[src/sv/spcc_pkg.sv]
// package: opcodes, host operations, stop causes and widths for the processor core
`timescale 1ns / 1ps
package spcc_pkg;
  localparam int unsigned MEM_WORDS_DEF = 4096;
  localparam int unsigned NUM_REGS_DEF  = 16;
  localparam int unsigned WORD_W        = 32;
  localparam int unsigned HADDR_W       = 12;
  localparam int unsigned LIMIT_W       = 16;
  localparam logic [LIMIT_W-1:0] LIMIT_RESET = 16'd1000;

  localparam logic [2:0] HOP_WRITE = 3'd0;
  localparam logic [2:0] HOP_READ  = 3'd1;
  localparam logic [2:0] HOP_START = 3'd2;
  localparam logic [2:0] HOP_STEP  = 3'd3;
  localparam logic [2:0] HOP_REG   = 3'd4;

  localparam logic [7:0] OP_NOP   = 8'd0;
  localparam logic [7:0] OP_LOAD  = 8'd1;
  localparam logic [7:0] OP_ST    = 8'd2;
  localparam logic [7:0] OP_ADD   = 8'd3;
  localparam logic [7:0] OP_SUB   = 8'd4;
  localparam logic [7:0] OP_MUL   = 8'd5;
  localparam logic [7:0] OP_DIV   = 8'd6;
  localparam logic [7:0] OP_JMP   = 8'd7;
  localparam logic [7:0] OP_JEQ   = 8'd8;
  localparam logic [7:0] OP_JNE   = 8'd9;
  localparam logic [7:0] OP_HALT  = 8'd10;

  localparam logic [2:0] CAUSE_NONE  = 3'd0;
  localparam logic [2:0] CAUSE_HALT  = 3'd1;
  localparam logic [2:0] CAUSE_DIV0  = 3'd2;
  localparam logic [2:0] CAUSE_BADOP = 3'd3;
  localparam logic [2:0] CAUSE_LIMIT = 3'd4;

  // request from the sequencer to the shared alu
  typedef struct packed {
    logic       start;
    logic [1:0] fn;   // 0 add, 1 sub, 2 mul, 3 div
  } alu_req_t;

  typedef struct packed {
    logic done;
  } alu_stat_t;

  localparam logic [1:0] FN_ADD = 2'd0;
  localparam logic [1:0] FN_SUB = 2'd1;
  localparam logic [1:0] FN_MUL = 2'd2;
  localparam logic [1:0] FN_DIV = 2'd3;
endpackage

[src/sv/spcc_alu.sv]
// shared arithmetic unit: add, sub, mul and radix-2 divide
`timescale 1ns / 1ps
module spcc_alu
  import spcc_pkg::*;
(
  input  logic              clk,
  input  logic              rst_n,
  input  alu_req_t          req,
  input  logic [WORD_W-1:0] opa,
  input  logic [WORD_W-1:0] opb,
  output alu_stat_t         stat,
  output logic [WORD_W-1:0] result
);
  logic [WORD_W-1:0] res_r, res_nxt;
  logic [WORD_W-1:0] quo_r, quo_nxt;
  logic [WORD_W-1:0] rem_r, rem_nxt;
  logic [WORD_W-1:0] dvs_r, dvs_nxt;
  logic [5:0]        cnt_r, cnt_nxt;
  logic [1:0]        fn_r, fn_nxt;
  logic              busy_r, busy_nxt;
  logic              done_r, done_nxt;
  logic [WORD_W-1:0] prod_r;
  logic [WORD_W:0]   trial;
  logic [WORD_W-1:0] rem_sh;

  assign rem_sh = {rem_r[WORD_W-2:0], quo_r[WORD_W-1]};
  assign trial  = {1'b0, rem_sh} - {1'b0, dvs_r};

  always_comb begin
    res_nxt  = res_r;
    quo_nxt  = quo_r;
    rem_nxt  = rem_r;
    dvs_nxt  = dvs_r;
    cnt_nxt  = cnt_r;
    fn_nxt   = fn_r;
    busy_nxt = busy_r;
    done_nxt = 1'b0;
    if (req.start) begin
      fn_nxt = req.fn;
      unique case (req.fn)
        FN_ADD: begin
          res_nxt  = opa + opb;
          done_nxt = 1'b1;
        end
        FN_SUB: begin
          res_nxt  = opa - opb;
          done_nxt = 1'b1;
        end
        FN_MUL: begin
          busy_nxt = 1'b1;
          cnt_nxt  = '0;
        end
        default: begin
          busy_nxt = 1'b1;
          quo_nxt  = opa;
          rem_nxt  = '0;
          dvs_nxt  = opb;
          cnt_nxt  = 6'(WORD_W);
        end
      endcase
    end else if (busy_r) begin
      if (fn_r == FN_MUL) begin
        res_nxt  = prod_r;
        busy_nxt = 1'b0;
        done_nxt = 1'b1;
      end else begin
        // one quotient bit per cycle
        if (!trial[WORD_W]) begin
          rem_nxt = trial[WORD_W-1:0];
          quo_nxt = {quo_r[WORD_W-2:0], 1'b1};
        end else begin
          rem_nxt = rem_sh;
          quo_nxt = {quo_r[WORD_W-2:0], 1'b0};
        end
        cnt_nxt = cnt_r - 6'd1;
        if (cnt_r == 6'd1) begin
          res_nxt  = quo_nxt;
          busy_nxt = 1'b0;
          done_nxt = 1'b1;
        end
      end
    end
  end

  always_ff @(posedge clk) begin
    if (!rst_n) begin
      busy_r <= 1'b0;
      done_r <= 1'b0;
    end else begin
      busy_r <= busy_nxt;
      done_r <= done_nxt;
    end
    res_r  <= res_nxt;
    quo_r  <= quo_nxt;
    rem_r  <= rem_nxt;
    dvs_r  <= dvs_nxt;
    cnt_r  <= cnt_nxt;
    fn_r   <= fn_nxt;
    prod_r <= WORD_W'(opa * opb);
  end

  assign stat.done = done_r;
  assign result    = res_r;
endmodule

[config.mk]
export PLATFORM = sky130hd
export DESIGN_NAME = spcc_alu
export DESIGN_NICKNAME = d
export VERILOG_FILES = /design/src/sv/spcc_pkg.sv /design/src/sv/spcc_alu.sv
export SDC_FILE = /design/constraint.sdc
export NUM_CORES = 2
export LEC_CHECK = 0
export BUFFER_PORTS_ARGS = -buffer_cell sky130_fd_sc_hd__buf_2
export CORE_MARGIN = 4
export CORE_UTILIZATION = 36
export CTS_BUF_LIST = sky130_fd_sc_hd__clkbuf_8
export DETAILED_ROUTE_END_ITERATION = 10
export PLACE_DENSITY_LB_ADDON = 0.15
export SYNTH_ARGS = -nofsm -noshare
export SYNTH_HDL_FRONTEND = slang
export SYNTH_SLANG_ARGS = --single-unit
[constraint.sdc]
create_clock -name clk -period 8.5 [get_ports clk]
set_input_delay 1.275 -clock clk [delete_from_list [all_inputs] [get_ports clk]]
set_output_delay 1.275 -clock clk [all_outputs]
set_load 0.01 [all_outputs]
== After elaboration in Yosys (flattened, before gate mapping) ==
Cells that the tools add are included.

* Equality and inequality tests: 8
* Add/sub/neg operators: 4
* Mux-type cells: 29
* Reductions and logical operators: 9
* Multiply operators: 1
* Bitwise gates (word level): 1

{| class="wikitable"
|+ Operator list
! cell !! number
|-
| two-way mux 32 bit || 8
|-
| two-way mux 31 bit || 5
|-
| one-hot mux 32 bit (2 select lines) || 1
|-
| subtractor 32 x 32 -> 33 bit || 1
|-
| adder 32 bit || 1
|-
| multiplier 32 x 32 -> 32 bit || 1
|-
| subtractor 32 bit || 1
|-
| two-way mux 6 bit || 3
|-
| one-hot mux 6 bit (2 select lines) || 1
|-
| two-way mux 1 bit || 11
|-
| AND reduction 3 bit || 3
|-
| == test 6 x 1 -> 1 bit (second input constant) || 1
|-
| != test 2 bit (second input constant) || 3
|-
| subtractor 6 x 1 -> 6 bit (second input constant) || 1
|-
| == test 2 bit (second input constant) || 2
|-
| != test 3 x 1 -> 1 bit (second input constant) || 1
|-
| nonzero test 3 bit || 1
|-
| OR reduction 3 bit || 1
|-
| == test 2 x 1 -> 1 bit (second input constant) || 1
|-
| zero test 2 bit || 1
|-
| AND reduction 2 bit || 1
|-
| nonzero test 2 bit || 1
|-
| OR reduction 2 bit || 1
|-
| inverter 1 bit || 1
|}

* Flip-flop bits (word level): 169
* Word-level logic and storage cells: 61
* Input port bits: 69
* Output and inout bits: 33

== Longest topological paths before layout ==
* Depth after elaboration: 6
* Mapped depth: 27
* Mapped depth without buffers: 25

== Worst setup path after synthesis ==
No wires, ideal clock.

* Path type: input port to flip-flop
* Start: input opb[8]
* End: register prod_r[31]
* Required time: 8428 ps
* Arrival time: 7540 ps
* Stages on the path: 26
* Buffers on the path: 2
* Setup slack: 888 ps
* Setup time: 72 ps
* Cells stage by stage: clkbuf_1 clkbuf_1 nand2_1 fa_1 inv_1 fa_1 fa_1 inv_1 fa_1 inv_1 fa_1 inv_1 fa_1 inv_1 fa_1 fa_1 ha_1 nand2_1 nor2_1 nand4_1 a31oi_1 o21ai_0 a211oi_1 o21ai_0 o21ai_0 xnor2_1

* Longest elaborated chain between the ends: 1

{| class="wikitable"
|+ RTL lines
! what !! line !! text
|-
| start: declaration || spcc_alu.sv:10 || <nowiki>input logic [WORD_W-1:0] opb,</nowiki>
|-
| multiplier 32 x 32 -> 32 bit || spcc_alu.sv:99 || <nowiki>prod_r <= WORD_W'(opa * opb);</nowiki>
|-
| end signal: assignment || spcc_alu.sv:99 ||
|-
| end: declaration || spcc_alu.sv:22 || <nowiki>logic [WORD_W-1:0] prod_r;</nowiki>
|}

No other way between the ends.
A chain may end at the register's enable or synchronous reset.

== Worst setup path after layout ==
* Start: input opb[4]
* End: register prod_r[31]

Same word-level chain as after synthesis.

==> summary.md <==
| Metric | Value |
|---|---|
| Vias in the first global route | `21248` |
| Global route overflow | `0` |
| Max Cap Violations | `0` |
| WS Path Type | `input pin to flip-flop` |
| Wire per inst | `23.2 µm` |
| Via density per instance | `5.22` |
| Mapped Area | `26200 µm²` |
| Ratio of cells with drive above 1 in the final layout | `0.0892` |
| TritonCTS clock tree | `done` |
| 1st-iter DRT viols | `1337` |
| Num Clock Sinks | `169` |
| Commonest non-fill, non-tap cell in the layout | `inv_1` |
| Ys async rst share | `0` |
| Post-synth top area cell | `fa_1` |
| Global routing's busiest layer | `met2` |
| Initial antenna violation count | `13` |
| XOR/XNOR Fraction of Synth Area | `0.0522` |
| Register area | `4730 µm²` |
| Final non-filler cell total | `3811` |
| Hold WC Path Type | `flip-flop to flip-flop` |
| Post-route ant nets | `0` |
| Chip Height | `278 µm` |
| Commonest non-fill, non-tap cells in the layout | `451 x inv_1, 410 x fa_1, 344 x and2_1` |
| Vias | `19908` |
| Warnings from Yosys | `0` |
| Mapped Avg Cell Area | `9.41 µm²` |
| Max Clk Rate | `127 MHz` |
| WP data arrival | `8420 ps` |
| DRT Pass-1 Iters | `5` |
| Number of H-tree levels | `4` |
| Nets | `3504` |
| Initial core utilization | `0.365` |
| Layout fillers | `7198` |
| Clk pin slew, worst setup/hold paths | `170 ps` |
| First-pass GRT wire length | `135000 µm` |
| Slew Limit Headroom | `0.210` |
| Final setup TNS | `0 ps` |
| Worst slack at placement | `18.7 ps` |
| Inst Count DP | `3766` |
| Synth Area in Adders | `0.404` |
| Required time of the critical path | `9070 ps` |
| Crit end category | `flip-flop` |
| Layout area overhead | `8.57%` |
| RePlAce Congestion | `0.956` |
| Register bit total from synthesis | `169` |
| Worst Setup Start Kind | `input pin` |
| Sequential share of the synthesized area | `0.181` |
| Cells after Synth | `2781` |
| Max Slew Vio Count | `0` |
| Setup-failing EPs final | `0` |
| Top FF cell, synth | `edfxtp_1` |
| Tcrit/Tclk final | `0.923` |
| Buffer count from post-CTS setup fixing | `0` |
| Post-Synth Simple-Gate Area | `0.171` |
| Main combinational cell family by area after synthesis | `adder cells` |
| PostCTS Resize Cnt | `0` |
| Num rows | `98` |
| CORE AREA | `71700 µm²` |
| Syn nets | `3450` |
| Unique cell type count in the Yosys netlist | `67` |
| Root buffer cell | `clkbuf_8` |
| Worst setup margin | `653 ps` |
| Chip Width | `278 µm` |
| Synth Area in Compound Gates | `0.0823` |
| Post-synth EDFFs | `135` |
| M1 GR Usage | `0.325` |
| Final-report hold violation count | `0` |
| Setup Skew | `61.7 ps` |
| Ports | `102` |
| Largest cells by area after synthesis | `fa_1 31%, edfxtp_1 15%, ha_1 9.1%, and2_1 8.2%, inv_1 6.5%` |
| Pin count of the biggest net entering global routing | `71` |
| Total GRT Usage | `0.233` |
| RSZ-0062 raised after global routing | `false` |
| Status | `completed` |
| Die area | `77100 µm²` |
| Port Buffers | `101` |
| Yosys top cell area share | `0.314` |
| Area of the multi-input gates | `19300 µm²` |
| Final WL | `88500 µm` |
| Critical-path maximum fanout | `23` |
| Met2 Use GR | `0.368` |
| Num CTS Buffers | `17` |
| Fraction of met3 tracks used by global routing | `0.0465` |
| Mux cell area share after synthesis | `0.0250` |
| Clock Path Buffers | `2` |
| Fin crit period | `7850 ps` |
| HPWL Detailed | `69900 µm` |
| Hold buffers post-CTS | `0` |
| Worst skew pair latency | `610 ps` |
| # DRC | `0` |
| Tightest Pin Transition | `1180 ps` |
[critical path, cell delays in order]
cell and delay [ps]:
buf_2 470, and2_1 230, fa_1 420, inv_1 80, fa_1 420, fa_1 470, fa_1 560, inv_1 60
fa_1 540, inv_1 70, fa_1 530, inv_1 50, fa_1 490, fa_1 420, ha_1 380, nand2_1 90
nor2_1 180, nand4_1 150, a31oi_1 350, o21ai_0 330, a211oi_1 280, o21ai_0 150, o21ai_0 260, xnor2_1 140
[worst paths after layout]
path | startpoint | endpoint | slack, ps | depth (start not counted)
worst max-delay path | opb[4] | prod_r[31] | 650 | 24
worst min-delay path | busy_r | busy_r | 520 | 2
worst max register to register | quo_r[31] | rem_r[21] | 4530 | 13
worst min register to register | busy_r | busy_r | 520 | 2
[synthesized netlist by cell type (10+ instances only)]
cell and instances:
o31ai_1 12, o21ai_0 85, nor3_1 24, edfxtp_1 135, a211oi_1 22, clkbuf_1 128, a31oi_1 15, mux2_2 35
a21oi_1 101, mux2i_1 26, or3_1 12, nor2_1 79, and3_1 10, nand4_1 10, xnor2_1 103, a21o_1 27
dfxtp_1 34, nand3_1 21, nand2b_1 16, o21a_1 15, nor4_1 10, nor2b_1 16, ha_1 190, nand2_1 299
xor2_1 51, and2_1 344, inv_1 451, fa_1 410
[area by class of cell]
class                      count  share of cell area
multi-input combinational   2023               0.678
sequential                   169               0.167
inverter                     451              0.0596
tap                          950              0.0418
timing repair buffer         173              0.0373
clock buffer                  17             0.00823
clock inverter                15             0.00757
antenna                       13             0.00114
[cell families (layout without fill, tap and decap cells)]
logic type      after synthesis  count (layout)
compound gates              342             342
xor+xnor                    155             155
fa+ha+maj                   600             600
buf+inv                     589             656
flops                       169             169
mux                          61              61
other cells                   0              13
simple gates                865             865
[state kept, by name, summed over array words and instances, names as in the netlist]
register,cells
busy_r,1
fn_r,2
cnt_r,6
stat,1
quo_r,32
prod_r,32
dvs_r,32
rem_r,31
result,32
[through the flow]
stage                     area [µm²]   util  hold WS, ps
after detailed placement       27900  0.389          507
final                          28400  0.396          515
after global placement         27900  0.389          489
after global routing           28400  0.396          554
after floorplan                26200      -          471
after CTS                      28400  0.396          524
[layer usage]
layer	share of wire	vias to the layer above
met5	0.00026	-
met4	0.029	4
met3	0.075	129
met2	0.46	631
met1	0.44	10208
li1	-	8936
Power is left out: the tool's default activity adds up to more than one toggle a clock period on the data nets, which glitch-free logic cannot reach.
